File: config.mk
export PLATFORM = sky130hd
export DESIGN_NAME = key_password_hash_64_top
export DESIGN_NICKNAME = d
export VERILOG_FILES = /design/src/rtl/core/kph64_pkg.sv /design/src/rtl/core/kph64_step.sv /design/src/rtl/core/kph64_core.sv /design/src/rtl/core/key_password_hash_64_top.sv
export SDC_FILE = /design/constraint.sdc
export NUM_CORES = 1
export LEC_CHECK = 0
export BUFFER_PORTS_ARGS = -buffer_cell sky130_fd_sc_hd__buf_2
export CAP_MARGIN = 20
export CORE_UTILIZATION = 60
export CTS_CLUSTER_DIAMETER = 120
export DETAILED_ROUTE_END_ITERATION = 7
export PLACE_DENSITY = 0.8
export SLEW_MARGIN = 40
export SYNTH_ARGS = -nofsm -noshare
export SYNTH_HDL_FRONTEND = slang
export SYNTH_SLANG_ARGS = --single-unit
File: constraint.sdc
create_clock -name clock -period 9.77 [get_ports clock]
set_input_delay 1.4655 -clock clock [delete_from_list [all_inputs] [get_ports clock]]
set_output_delay 1.4655 -clock clock [all_outputs]
set_load 0.01 [all_outputs]
File: src/rtl/core/kph64_pkg.sv
// shared types, constants and schedule lookup for the 64-bit key password hash
`default_nettype none

package kph64_pkg;

   localparam int NumSteps = 34;
   localparam int StepW    = 6;

   localparam logic [StepW-1:0] LAST_STEP = StepW'(NumSteps - 1);

   typedef logic [3:0][31:0] words_type;

   typedef enum logic [1:0] {
      FN_CHOOSE = 2'd0,
      FN_MAJ    = 2'd2,
      FN_XOR    = 2'd3
   } fn_type;

   typedef enum logic [1:0] {
      INS_NONE = 2'd0,
      INS_HI   = 2'd1,
      INS_LO   = 2'd2
   } ins_type;

   typedef enum logic {
      OP_RENEW   = 1'b0,
      OP_ITERATE = 1'b1
   } op_type;

   typedef enum logic [2:0] {
      ST_IDLE,
      ST_PASS0,
      ST_PASS1,
      ST_COMBINE,
      ST_DONE
   } state_type;

   typedef struct packed {
      fn_type     fn;
      ins_type    ins;
      logic [4:0] rot;
      logic       mixb;
   } step_type;

   typedef struct packed {
      logic        start;
      logic [63:0] seed;
   } core_cmd_type;

   typedef struct packed {
      logic        done;
      logic [63:0] result;
   } core_rsp_type;

   // initial words, word 0 in the low slot
   localparam words_type INIT_A = {32'h15A4D042, 32'hF67CCBB8, 32'h854C7A31, 32'h4503114F};
   localparam words_type INIT_B = {32'hD80D441C, 32'h95DE627A, 32'hB12E8FB5, 32'h519B4914};

   localparam logic [31:0] K_CHOOSE_B = 32'h50A28BE6;
   localparam logic [31:0] K_MAJ_A    = 32'h5A827999;
   localparam logic [31:0] K_XOR_A    = 32'h6ED9EBA1;
   localparam logic [31:0] K_XOR_B    = 32'h5C4DD124;
   localparam logic [31:0] C_X        = 32'hEFCDAB89;
   localparam logic [31:0] C_Y        = 32'h98BADCFE;

   function automatic logic [31:0] bswap32(input logic [31:0] x);
      return {x[7:0], x[15:8], x[23:16], x[31:24]};
   endfunction

   function automatic logic [31:0] rotl32(input logic [31:0] x, input logic [4:0] n);
      logic [63:0] dbl;
      dbl = {x, x} << n;
      return dbl[63:32];
   endfunction

   function automatic step_type sched_step(input logic [StepW-1:0] idx);
      case (idx)
         6'd0:    return '{FN_CHOOSE, INS_HI,   5'd1,  1'b0};
         6'd1:    return '{FN_CHOOSE, INS_LO,   5'd0,  1'b0};
         6'd2:    return '{FN_MAJ,    INS_NONE, 5'd31, 1'b0};
         6'd3:    return '{FN_MAJ,    INS_NONE, 5'd30, 1'b0};
         6'd4:    return '{FN_MAJ,    INS_NONE, 5'd0,  1'b0};
         6'd5:    return '{FN_MAJ,    INS_NONE, 5'd29, 1'b1};
         6'd6:    return '{FN_MAJ,    INS_NONE, 5'd3,  1'b0};
         6'd7:    return '{FN_MAJ,    INS_NONE, 5'd1,  1'b0};
         6'd8:    return '{FN_MAJ,    INS_LO,   5'd31, 1'b0};
         6'd9:    return '{FN_MAJ,    INS_NONE, 5'd31, 1'b1};
         6'd10:   return '{FN_MAJ,    INS_NONE, 5'd31, 1'b0};
         6'd11:   return '{FN_MAJ,    INS_NONE, 5'd4,  1'b0};
         6'd12:   return '{FN_MAJ,    INS_NONE, 5'd31, 1'b1};
         6'd13:   return '{FN_MAJ,    INS_NONE, 5'd1,  1'b0};
         6'd14:   return '{FN_MAJ,    INS_HI,   5'd31, 1'b0};
         6'd15:   return '{FN_MAJ,    INS_NONE, 5'd3,  1'b0};
         6'd16:   return '{FN_MAJ,    INS_NONE, 5'd29, 1'b1};
         6'd17:   return '{FN_MAJ,    INS_NONE, 5'd4,  1'b0};
         6'd18:   return '{FN_XOR,    INS_NONE, 5'd3,  1'b0};
         6'd19:   return '{FN_XOR,    INS_NONE, 5'd29, 1'b1};
         6'd20:   return '{FN_XOR,    INS_NONE, 5'd30, 1'b1};
         6'd21:   return '{FN_XOR,    INS_NONE, 5'd31, 1'b0};
         6'd22:   return '{FN_XOR,    INS_NONE, 5'd30, 1'b1};
         6'd23:   return '{FN_XOR,    INS_LO,   5'd1,  1'b0};
         6'd24:   return '{FN_XOR,    INS_NONE, 5'd29, 1'b1};
         6'd25:   return '{FN_XOR,    INS_NONE, 5'd31, 1'b1};
         6'd26:   return '{FN_XOR,    INS_HI,   5'd30, 1'b0};
         6'd27:   return '{FN_XOR,    INS_NONE, 5'd0,  1'b0};
         6'd28:   return '{FN_XOR,    INS_NONE, 5'd29, 1'b1};
         6'd29:   return '{FN_XOR,    INS_NONE, 5'd30, 1'b0};
         6'd30:   return '{FN_XOR,    INS_NONE, 5'd4,  1'b0};
         6'd31:   return '{FN_XOR,    INS_NONE, 5'd29, 1'b0};
         6'd32:   return '{FN_XOR,    INS_NONE, 5'd31, 1'b0};
         6'd33:   return '{FN_XOR,    INS_NONE, 5'd29, 1'b0};
         default: return '{FN_XOR,    INS_NONE, 5'd0,  1'b0};
      endcase
   endfunction

endpackage

`default_nettype wire

File: src/rtl/core/kph64_step.sv
// one schedule step: boolean function, additions, rotate and word permutation
`default_nettype none

module kph64_step (
   input  var kph64_pkg::words_type       words,
   input  var logic                       sel,
   input  var logic [kph64_pkg::StepW-1:0] step_idx,
   input  var logic [63:0]                seed,
   output     kph64_pkg::words_type       words_next
);
   import kph64_pkg::*;

   step_type    st;
   logic [31:0] a;
   logic [31:0] b;
   logic [31:0] c;
   logic [31:0] f;
   logic [31:0] k;
   logic [31:0] ins_val;
   logic [31:0] sum;
   logic [31:0] t;

   always_comb begin
      st = sched_step(step_idx);
      a  = words[0];
      b  = words[1];
      c  = words[3];
      case (st.fn)
         FN_CHOOSE: begin
            f = ((a ^ b) & c) ^ b;
            k = sel ? K_CHOOSE_B : 32'd0;
         end
         FN_MAJ: begin
            f = (a & b) | ((a | b) & c);
            k = sel ? 32'd0 : K_MAJ_A;
         end
         FN_XOR: begin
            f = a ^ b ^ c;
            k = sel ? K_XOR_B : K_XOR_A;
         end
         default: begin
            f = a ^ b ^ c;
            k = sel ? K_XOR_B : K_XOR_A;
         end
      endcase
      case (st.ins)
         INS_HI:  ins_val = bswap32(seed[63:32]);
         INS_LO:  ins_val = bswap32(seed[31:0]);
         default: ins_val = 32'd0;
      endcase
      sum = words[2] + f + k + ins_val;
      t   = rotl32(sum, st.rot);
      words_next[2] = words[1];
      words_next[1] = words[0];
      words_next[0] = words[3];
      words_next[3] = rotl32(t, st.mixb ? 5'd16 : 5'd8);
   end

endmodule

`default_nettype wire

File: src/rtl/core/kph64_core.sv
// sequencer running both half-passes through the shared step unit, then the combine
`default_nettype none

module kph64_core (
   input  var logic                    clock,
   input  var logic                    reset,
   input  var kph64_pkg::core_cmd_type cmd,
   output     kph64_pkg::core_rsp_type rsp
);
   import kph64_pkg::*;

   state_type        state_ff,  state_in;
   logic [StepW-1:0] step_ff,   step_in;
   words_type        w_ff,      w_in;
   logic [31:0]      a0_ff,     a0_in;
   logic [31:0]      a1_ff,     a1_in;
   logic [63:0]      seed_ff,   seed_in;
   logic [63:0]      result_ff, result_in;
   words_type        w_step;
   logic [31:0]      x;
   logic [31:0]      y;

   kph64_step u_step (
      .words      (w_ff),
      .sel        (state_ff == ST_PASS1),
      .step_idx   (step_ff),
      .seed       (seed_ff),
      .words_next (w_step)
   );

   always_ff @(posedge clock) begin
      if (reset) begin
         state_ff <= ST_IDLE;
         step_ff  <= '0;
      end else begin
         state_ff <= state_in;
         step_ff  <= step_in;
      end
      w_ff      <= w_in;
      a0_ff     <= a0_in;
      a1_ff     <= a1_in;
      seed_ff   <= seed_in;
      result_ff <= result_in;
   end

   always_comb begin
      state_in  = state_ff;
      step_in   = step_ff;
      w_in      = w_ff;
      a0_in     = a0_ff;
      a1_in     = a1_ff;
      seed_in   = seed_ff;
      result_in = result_ff;
      x         = a0_ff + w_ff[1] + C_X;
      y         = a1_ff + w_ff[2] + C_Y;
      case (state_ff)
         ST_IDLE, ST_DONE: begin
            if (cmd.start) begin
               seed_in  = cmd.seed;
               w_in     = INIT_A;
               step_in  = '0;
               state_in = ST_PASS0;
            end
         end
         ST_PASS0: begin
            w_in    = w_step;
            step_in = step_ff + 1'b1;
            if (step_ff == LAST_STEP) begin
               a0_in    = w_step[0];
               a1_in    = w_step[1];
               w_in     = INIT_B;
               step_in  = '0;
               state_in = ST_PASS1;
            end
         end
         ST_PASS1: begin
            w_in    = w_step;
            step_in = step_ff + 1'b1;
            if (step_ff == LAST_STEP) begin
               step_in  = '0;
               state_in = ST_COMBINE;
            end
         end
         ST_COMBINE: begin
            result_in = {bswap32(x), bswap32(y)};
            state_in  = ST_DONE;
         end
         default: begin
            state_in = ST_IDLE;
         end
      endcase
      rsp.done   = (state_ff == ST_DONE);
      rsp.result = result_ff;
   end

endmodule

`default_nettype wire

File: src/rtl/core/key_password_hash_64_top.sv
// Key password hash, 64-bit. One request gives one response. Renew (op 0)
// hashes seed_word ^ mix_word once and xors out_mask into the result; iterate
// (op 1) chains the hash iterations times, feeding each result back as the
// seed (zero iterations returns seed_word). Every hash pass goes through a
// single shared 32-bit step unit: a launch from the top level, 34 steps of
// half-pass 0, 34 of half-pass 1, a combine, and the pick-up of the finished
// pass by the top level. req_stall is high for the whole job. The response
// register lets the next request be taken while a finished response still
// waits on rsp_stall.
`default_nettype none

module key_password_hash_64_top (
   input  var logic        clock,
   input  var logic        reset,
   input  var logic        req_valid,
   output     logic        req_stall,
   input  var logic        req_op,
   input  var logic [63:0] req_seed_word,
   input  var logic [63:0] req_mix_word,
   input  var logic [63:0] req_out_mask,
   input  var logic [15:0] req_iterations,
   output     logic        rsp_valid,
   input  var logic        rsp_stall,
   output     logic [63:0] rsp_hash_value
);
   import kph64_pkg::*;

   logic         busy_ff,      busy_in;
   logic         launch_ff,    launch_in;
   logic [15:0]  count_ff,     count_in;
   logic [63:0]  seed_ff,      seed_in;
   logic [63:0]  mask_ff,      mask_in;
   logic         rsp_valid_ff, rsp_valid_in;
   logic [63:0]  rsp_data_ff,  rsp_data_in;
   core_cmd_type core_cmd;
   core_rsp_type core_rsp;
   logic         req_take;
   logic         out_free;
   logic         pass_done;
   logic         finish;

   kph64_core u_core (
      .clock (clock),
      .reset (reset),
      .cmd   (core_cmd),
      .rsp   (core_rsp)
   );

   always_ff @(posedge clock) begin
      if (reset) begin
         busy_ff      <= 1'b0;
         launch_ff    <= 1'b0;
         rsp_valid_ff <= 1'b0;
      end else begin
         busy_ff      <= busy_in;
         launch_ff    <= launch_in;
         rsp_valid_ff <= rsp_valid_in;
      end
      count_ff    <= count_in;
      seed_ff     <= seed_in;
      mask_ff     <= mask_in;
      rsp_data_ff <= rsp_data_in;
   end

   always_comb begin
      busy_in      = busy_ff;
      launch_in    = 1'b0;
      count_in     = count_ff;
      seed_in      = seed_ff;
      mask_in      = mask_ff;
      rsp_valid_in = rsp_valid_ff;
      rsp_data_in  = rsp_data_ff;

      req_take  = req_valid && !busy_ff;
      out_free  = !rsp_valid_ff || !rsp_stall;
      pass_done = busy_ff && !launch_ff && core_rsp.done;
      finish    = busy_ff && !launch_ff &&
                  ((count_ff == 16'd0) || (pass_done && count_ff == 16'd1));

      // response register frees on transfer
      if (rsp_valid_ff && !rsp_stall) begin
         rsp_valid_in = 1'b0;
      end

      if (req_take) begin
         busy_in = 1'b1;
         if (req_op == OP_ITERATE) begin
            seed_in   = req_seed_word;
            count_in  = req_iterations;
            mask_in   = '0;
            launch_in = (req_iterations != 16'd0);
         end else begin
            seed_in   = req_seed_word ^ req_mix_word;
            count_in  = 16'd1;
            mask_in   = req_out_mask;
            launch_in = 1'b1;
         end
      end else if (finish) begin
         if (out_free) begin
            rsp_valid_in = 1'b1;
            rsp_data_in  = ((count_ff == 16'd0) ? seed_ff : core_rsp.result) ^ mask_ff;
            busy_in      = 1'b0;
         end
      end else if (pass_done && count_ff > 16'd1) begin
         seed_in   = core_rsp.result;
         count_in  = count_ff - 16'd1;
         launch_in = 1'b1;
      end

      core_cmd.start = launch_ff;
      core_cmd.seed  = seed_ff;
   end

   assign req_stall      = busy_ff;
   assign rsp_valid      = rsp_valid_ff;
   assign rsp_hash_value = rsp_data_ff;

endmodule

`default_nettype wire

Word level (Yosys, flattened, before mapping)
Memories as Yosys holds them, arrays and structs flattened. A register that Yosys moved wholly into a read port is not among the register bits.
Index checks and enable logic that the tools add are counted.
- memories kept: 1
- word-level logic and storage cells: 125
- flip-flop bits (word level): 540
- bits of input ports: 213
- ROM bits: 640
- output and inout port bits: 66
- memories (memory ; depth ; bits a word ; rd ports ; clocked after Yosys merged registers in ; wr ports ; line ; RTL):
    (name not given) ; 64 ; 10 ; 1 ; 1 ; 0 ; kph64_pkg.sv:77 ; case (idx)
- $add $sub $neg: 9
- equal/unequal tests: 13
- bitwise gates (word level): 11
- reductions and logical operators: 32
- mux-type cells: 39
- $lt $le $gt $ge: 1
- shifts and indexed selects: 2
- operators by type and width (kind ; count):
    one-hot mux 128 bit (3 select lines) ; 1
    two-way mux 64 bit ; 5
    two-way mux 128 bit ; 2
    adder 32 bit ; 5
    one-hot mux 32 bit (2 select lines) ; 2
    << shifter 64 x 5 -> 64 bit ; 2
    XOR 64 bit ; 2
    bitwise AND 32 bit ; 3
    XOR 32 bit ; 3
    adder 32 bit (second input constant) ; 2
    two-way mux 16 bit ; 4
    OR 32 bit ; 2
    two-way mux 31 bit ; 2
    one-hot mux 31 bit (2 select lines) ; 1
    two-way mux 30 bit ; 1
    two-way mux 6 bit ; 4
    equality test 16 x 1 -> 1 bit (second input constant) ; 1
    > comparator 16 x 1 -> 1 bit (second input constant) ; 1
    logical NOT 16 bit ; 1
    nonzero test 16 bit ; 1
    subtractor 16 x 1 -> 16 bit (second input constant) ; 1
    one-hot mux 3 bit (4 select lines) ; 1
    one-hot mux 6 bit (2 select lines) ; 1
    AND reduction 2 bit ; 6
    22 further kinds ; 53

Logic depth before layout (Yosys ltp)
Gate-level depths: netlist of the first run.
- word-level depth: 11
- mapped depth: 22
- gate-level depth less buffers: 21

Modules after synthesis
A second synthesis of the first run with hierarchy kept.
- cell total of the unflattened synthesis: 3648
- area, all modules: 37334.6 um2
- modules (own cells, without submodules) (module ; cells each ; sequential area each (um2) ; area each (um2) ; instances):
    kph64_core ; 1228 ; 9789.4 ; 15628.7 ; 1
    key_password_hash_64_top ; 1160 ; 6306.0 ; 12304.3 ; 1
    kph64_step ; 1260 ; 0.0 ; 9401.5 ; 1

Worst setup path after synthesis of the first run
OpenSTA, ideal clock, no wires.
- path kind: register to register
- start point: register u_core.state_ff[0]
- end point: register u_core.u_step.st[1] (netlist name)
- period minus slack after synthesis: 8.550 ns
- buffers on the path: 0
- required time: 9.633 ns
- setup slack: 1.220 ns
- setup time: 0.137 ns
- cell stages (with the launch flop): 12
- arrival: 8.413 ns
- path through: dfxtp_1 xnor2_1 o21ai_1 xnor2_1 nor2_1 inv_1 ha_1 o21ai_0 o211ai_1 and3_1 a31oi_1 o21ai_0
- word-level cells in the longest chain between the ends: 6
- elaborated cells between the ends (all ways): 12
- classes of those cells: 4 x eq/ne; 3 x mux; 5 x reduce/logical
- RTL lines (what ; line ; RTL):
    start: declaration ; kph64_core.sv:12 ; state_type state_ff, state_in;
    start signal: assignment ; kph64_core.sv:36 ; state_ff <= state_in;
    equality test 3 bit, or another cell as far along ; kph64_core.sv:56 ; case (state_ff)
    OR reduction 2 bit, on equally long branches ; - ;
    inequality test 2 bit (no source line) / nonzero test 2 bit (equally long branches) ; - ;
    AND reduction 2 bit (no source line) ; - ;
    two-way mux 6 bit (no source line) * (2 in series) ; - ;
Mark *: on every way between the ends. The rest lies on a longest branch, timed or not.
A chain may end at the register's enable or synchronous reset.

==> summary.txt, run 1 <==
Outcome
  • Status: finished clean

Logic synthesis
  • Post-synth top area cell: edfxtp_1
  • Top_reg_cell synth: edfxtp_1
  • Avg Cell Area, Syn: 10.8 um2
  • Net Count, Synth: 3657
  • Synth Register Bits: 549
  • Post-synth EDFFs: 528
  • Synth area leaders: edfxtp_1 (46%), ha_1 (6.3%), fa_1 (5.2%)
  • Area of the mapped netlist: 34400 um2
  • Top cell type's share of synthesized area: 0.461
  • Netlist cell types: 100
  • Cells after synthesis: 3182
  • YS warnings: 0
  • Ys async rst share: 0
  • Seq/Total Area, Yosys: 0.474

STA
  • Final period utilization: 0.706
  • Setup TNS: 0 ps
  • # setup viols final: 0
  • RSZ-0062 raised after global routing: false
  • Post-route minimum period: 6900 ps
  • Worst Tran Pin Value: 834 ps
  • Final hold violation count: 0
  • Peak Freq: 145 MHz
  • Skew final: 25.4 ps
  • Final Max Slew Viols: 0
  • Worst slew margin: 0.444

Job
  • Max Cap Viol: 0

Worst setup path
  • Crit-path max FO: 47
  • CP Data Required Time: 10090 ps
  • Worst Path Arrival: 7220 ps
  • Startpoint types: flop
  • CP Class: flop to flop
  • CP Capture Type: flop

Final layout
  • Ant. Diodes: 0
  • Synth-to-layout area growth: 11.6%
  • Layout cells sized above 1: 0.146
  • Layout net count: 3875

Die
  • Die height: 241 um
  • Die area: 58200 um2
  • Top-Level Pins: 279
  • Die W: 241 um
  • Row count: 87
  • Area of the core: 56500 um2
  • Initial Util: 0.608

Global route
  • Remaining global-route overflow: 0
  • Initial antenna violation count: 2
  • Largest net degree at the start of global routing: 82
  • Total GRT Usage: 0.334
  • Vias in the first global route: 25000
  • First-pass GRT wire length: 146000 um

Placement
  • Final RePlAce weighted congestion: 0.973
  • Detail Placement HPWL: 72000 um
  • Port bufs: 278

Drt
  • Final wirelength: 97300 um
  • # DRC: 0
  • Via Count: 25900
  • Post-DRT Antenna Nets: 0
  • DR vias/cell: 6.17
  • Router iterations before antenna repair: 7
  • Initial detailed-routing violation count: 2502
  • Routed len/inst: 23.1 um

CTS
  • Post-CTS setup buffer count: 0
  • Clock Root Buffer: clkbuf_16
  • PostCTS Resize Cnt: 0
  • CTS clk-pin slew, worst paths: 60 ps
  • CTS HTree Levels: 2
  • CTS tree: built
  • Clk buf depth: 3
  • CTS buffer count: 56
  • Clk_lat worst skew: 610 ps
  • CTS sink cnt: 549
  • # hold bufs at CTS: 0

Hold path
  • Hold crit path type: flop to flop

Power
  • Worst vdd ir: 0.167 mV
  • Cell Pwr Density: 243 nW/um2
  • Total Power: 9.33 mW
  • Lkg Pwr: 15.5 nW
## worst paths after layout
check | slack, ps | cells past startpoint | from | to
setup reg to reg | 2870 | 21 | u_core.u_step.st[8] | u_core.w_ff[98]
setup / recovery | 2870 | 21 | u_core.u_step.st[8] | u_core.w_ff[98]
hold reg to reg | 450 | 0 | seed_ff[52] | u_core.seed_ff[52]
hold / removal | 450 | 0 | seed_ff[52] | u_core.seed_ff[52]
## metal layers
layer	global-route usage	vias to the layer above	share of wire
met1	0.472	12500	0.41
met4	0.133	0	0.041
met2	0.525	1425	0.46
met3	0.0431	203	0.089
met5	0	-	0
li1	-	11800	-
## state kept, by name (all words and copies together) (netlist names), 32 cells and up
| signal | count |
|---|---|
| u_core.w_ff | 128 |
| mask_ff | 64 |
| u_core.result_ff | 64 |
| u_core.a1_ff | 32 |
| rsp_hash_value | 64 |
| u_core.a0_ff | 32 |
| u_core.seed_ff | 64 |
| seed_ff | 64 |
## cell usage after synthesis, types with 8 or more instances
cell,n
nor3_1,52
xor2_1,35
o31ai_1,10
inv_1,289
mux4_2,15
or3_1,15
dfxtp_1,21
xnor2_1,193
a21oi_1,137
buf_2,8
fa_1,90
nand4_1,25
o21a_1,20
a211oi_1,25
o221ai_1,11
o21ai_1,8
nand3_1,67
o21ai_0,175
nor2b_1,137
a22oi_1,32
nand2_1,246
o22ai_1,12
buf_1,11
nor2_1,206
mux2i_1,125
a21o_1,34
and3_1,22
o211ai_1,39
nand2b_1,40
edfxtp_1,528
and2_1,34
clkbuf_1,128
nor4_1,10
or2_2,20
mux2_2,19
a31oi_1,20
ha_1,172
## placed cells by master (no fill, tap or decap), types with 8 or more instances in the layout
cell         n
clkinv_2    10
nor3_1      50
nor2b_1    137
o21ai_1      8
nor2_1     205
or3_1       15
a31oi_1     20
clkbuf_16   57
mux2i_1    124
o211ai_1    39
a22oi_1     32
nand2b_1    39
a211oi_1    24
buf_2      277
mux4_2      15
and2_1      34
o21a_1      20
nand3_1     67
o31ai_1     10
nand2_1    245
clkinv_1    12
xor2_1      35
fa_1        90
o221ai_1    11
clkbuf_1    10
ha_1       172
mux2_2      19
a21o_1      34
dfxtp_1     17
and3_1      22
nor4_1       9
a21oi_1    135
nand4_1     25
o22ai_1     12
inv_1      286
edfxtp_1   528
xnor2_1    193
buf_4       29
o21ai_0    174
or2_2       20
## critical path, cell delays in order, from the launching register on
cell and delay [ps]:
dfxtp_1 310, buf_4 420, clkinv_1 300, buf_4 300, nand3_1 220, inv_1 140, or2_2 390, fa_1 520
inv_1 50, fa_1 490, inv_1 50, ha_1 250, a2111oi_0 530, o21ai_0 180, o22ai_1 360, and3_1 210
nor3_1 50, o221ai_1 440, nor3_1 150, a21o_1 220, mux4_2 480, a221oi_1 510
## power breakdown
| part | internal [mW] | switching (mW) | total, mW | leakage (nW) |
|---|---|---|---|---|
| clock network | 1.27 | 0.916 | 2.19 | 0.905 |
| registers | 2.73 | 0.0990 | 2.83 | 4.99 |
| logic | 1.62 | 2.70 | 4.32 | 9.59 |
## metrics by stage
step	worst slack (ps)	cells	hold slack [ps]	utilization	area (um2)
global placement	2590	4097	429	0.645	36400
CTS	2860	4202	444	0.678	38300
finish	2870	4202	446	0.679	38300
detailed placement	2870	4098	432	0.646	36500
floorplan	1220	3182	426	-	34400
global route	2490	4202	459	0.679	38300
## cells by family (layout without fill, tap and decap cells)
logic type,Yosys count,count (layout),share of synthesized area
simple gates,908,908,0.130
compound gates,632,632,0.121
flops,549,549,0.474
buf+inv,443,707,0.0489
fa+ha+maj,262,262,0.115
xor+xnor,228,228,0.0581
mux,160,160,0.0529
## cell type report
| type | instances | area [um2] |
|---|---|---|
| clock buffers | 69 | 1490 |
| clock inverters | 35 | 368 |
| fillers | 4042 | 18100 |
| inverters | 293 | 1100 |
| multi-input cells | 2190 | 16500 |
| flip-flops and latches | 549 | 16300 |
| well taps | 756 | 946 |
| repair buffers | 310 | 1660 |
(Power assumes the default switching activity.)
==> run 2: changes to the inputs <==
ABC_AREA = 1   (was not set)
clock period = 7.2 ns   (was 9.77 ns; I/O delays follow)
==> run 2 against run 1 <==
- hold slack worse by 1.8 ps
- area after synthesis down 0.18%
- die area down 0.18%
- non-clock buffer count up 3
==> summary.txt, run 2 <==
Outcome
  • Status: finished clean

Final layout
  • Biggest register: u_core.w_ff
  • Layout net count: 4430 (+14%)
  • Fillers: 4419 (+9.3%)
  • Layout cells sized above 1: 0.135 (-0.0116)
  • Synth-to-layout area growth: 12.3%
  • Commonest non-fill, non-tap cell in the layout: nand2_1
  • Design Area, Final: 38500 um2 (+0.42%)
  • Post-layout util: 0.683 (+0.00415)
  • Commonest non-fill, non-tap cells in the layout: nand2_1 (760), inv_1 (574), edfxtp_1 (528), nand3_1 (278), buf_2 (278)
  • Flip-flop count of the largest register after layout: 128 (unchanged)

Logic synthesis
  • Net Count, Synth: 4166 (+14%)
  • Synth cell count leaders: nand2_1 (762), inv_1 (578), edfxtp_1 (528)
  • Post-synth top area cell: edfxtp_1
  • Synth Register Bits: 549 (unchanged)
  • Synth area leaders: edfxtp_1 (46%), nand2_1 (8.3%), inv_1 (6.3%)
  • Post-synth EDFFs: 528 (unchanged)
  • Avg Cell Area, Syn: 9.29 um2 (-14%)
  • Most common cell in the netlist: nand2_1
  • Ys async rst share: 0 (unchanged)
  • Cells after synthesis: 3691 (+16%)
  • Netlist cell types: 63 (-37%)
  • Top_reg_cell synth: edfxtp_1
  • Seq/Total Area, Yosys: 0.474 (+0.000864)
  • YS warnings: 0 (unchanged)
  • Area of the mapped netlist: 34300 um2 (-0.18%)
  • Top cell type's share of synthesized area: 0.462 (+0.000841)

CTS
  • Clk buf depth: 3 (unchanged)
  • Post-CTS setup buffer count: 0 (unchanged)
  • CTS HTree Levels: 2 (unchanged)
  • # hold bufs at CTS: 0 (unchanged)
  • CTS tree: built
  • Clk_lat worst skew: 650 ps (+40 ps)
  • CTS clk-pin slew, worst paths: 60 ps (about the same)
  • Clock Root Buffer: clkbuf_16
  • CTS buffer count: 57 (+1.8%)
  • PostCTS Resize Cnt: 0 (unchanged)
  • CTS sink cnt: 549 (unchanged)

STA
  • Peak Freq: 171 MHz (+18%)
  • # setup viols final: 0 (unchanged)
  • Final hold violation count: 0 (unchanged)
  • Final period utilization: 0.812 (+0.106)
  • Post-route minimum period: 5850 ps (-1050 ps)
  • Worst slew margin: 0.447 (+0.00345)
  • Skew final: 41.1 ps (+15.7 ps)
  • RSZ-0062 raised after global routing: false
  • Setup TNS: 0 ps (unchanged)
  • Final Max Slew Viols: 0 (unchanged)
  • Worst Tran Pin Value: 829 ps (-5.17 ps)

Placement
  • Post-DP Area: 36500 um2 (about the same)
  • Final RePlAce weighted congestion: 0.992 (+2.0%)
  • Port bufs: 278 (unchanged)
  • Detail Placement HPWL: 76900 um (+6.7%)

Drt
  • DR WL met2: 45900 um (+3.4%)
  • Routed len/inst: 20.9 um (-9.9%)
  • Router iterations before antenna repair: 6 (-1)
  • DR WL met3: 9180 um (+6.4%)
  • DR vias/cell: 5.69 (-7.8%)
  • Via Count: 27100 (+4.5%)
  • Initial detailed-routing violation count: 2756 (+10%)
  • Post-DRT Antenna Nets: 0 (unchanged)
  • Highest Signal Layer: met4
  • Wl on met1: 38200 um (-5.1%)
  • # DRC: 0 (unchanged)
  • Final wirelength: 99300 um (+2.1%)

Die
  • Die height: 241 um (about the same)
  • Top-Level Pins: 279 (unchanged)
  • Die W: 241 um (about the same)
  • Row count: 87 (unchanged)
  • Area of the core: 56400 um2 (-0.19%)
  • Initial Util: 0.608 (about the same)
  • Die area: 58100 um2 (-0.18%)

Worst setup path
  • Crit-path max FO: 14 (-70%)
  • CP Capture Type: flop
  • CP Class: flop to flop
  • Crit-path slowest cell: nor2_1
  • CP Data Required Time: 7580 ps (-2510 ps)
  • CP most frequent cell: nand2_1
  • Startpoint types: flop
  • Slowest cell delay on critical path: 510 ps (-20 ps)
  • Worst Path Arrival: 6230 ps (-990 ps)

Global route
  • Remaining global-route overflow: 0 (unchanged)
  • Total GRT Usage: 0.346 (+0.0121)
  • First-pass GRT wire length: 149000 um (+1.9%)
  • Initial antenna violation count: 2 (unchanged)
  • Vias in the first global route: 25800 (+3.6%)
  • Largest net degree at the start of global routing: 96 (+17%)

Hold path
  • Hold crit path type: flop to flop

Job
  • Max Cap Viol: 0 (unchanged)
==> run 2: cell types whose count changed after synthesis, moves of 40 or more <==
cell | before | now
inv_1 | 289 | 578
xnor2_1 | 193 | 101
nand2b_1 | 40 | 0
nand2_1 | 246 | 762
nand3_1 | 67 | 278
nor2_1 | 206 | 249
xor2_1 | 35 | 110
a21oi_1 | 137 | 192
mux2i_1 | 125 | 64
nor2b_1 | 137 | 0
clkbuf_1 | 128 | 58
==> run 2: layout make-up <==
type,instances,area [um2],area share
Sequential cell,549,16300,0.423
Inverter,596,2240,0.0582
Multi-Input combinational cell,2438,15400,0.399
Tap cell,756,946,0.0246
Clock buffer,64,1450,0.0377
Clock inverter,43,529,0.0137
Antenna cell,2,5.00,0.000130
Timing Repair Buffer,313,1690,0.0439
==> run 2: final timing paths <==
kind                  startpoint  slack [ps]            endpoint  cells past startpoint
min reg2reg          seed_ff[53]         440  u_core.seed_ff[53]                      0
max reg2reg  u_core.u_step.st[8]        1350     u_core.w_ff[97]                     29
min                  seed_ff[53]         440  u_core.seed_ff[53]                      0
max          u_core.u_step.st[8]        1350     u_core.w_ff[97]                     29
==> run 2: per-stage QoR <==
stage / std cells / worst slack [ps] / hold WS, ps
floorplan: 3691 / 1790 / 426
global placement: 4651 / 1310 / 427
detailed placement: 4651 / 1420 / 431
CTS: 4758 / 1370 / 446
global route: 4759 / 992 / 456
finish: 4761 / 1350 / 445
==> run 2: cells by family (layout without fill, tap and decap cells) <==
logic type,count (synthesis),in the layout,synth area share
AND/OR/NAND/NOR,1433,1433,0.181
buffers and inverters,704,1016,0.0788
flip-flops,549,549,0.474
AO/OA/AOI/OAI,468,468,0.0776
adder cells (fa/ha/maj),262,262,0.115
XOR/XNOR,211,211,0.0539
multiplexers,64,64,0.0187
other,0,2,0
==> run 2: critical path: cells and delay by family, from the launching register on <==
kind	cells	cell delay (ps)
simple gates	18	2860
fa+ha+maj	3	1120
buf+inv	7	920
flops	1	500
compound gates	1	170
==> run 2: layer usage <==
metal,vias up,global-route usage
met3,285,0.0689
met1,12700,0.438
li1,12700,-
met4,0,0.179
met2,1355,0.564
met5,-,0
Power of run 2 is left out: the tool's default activity adds up to more than one toggle a clock period on the data nets, which glitch-free logic cannot reach.
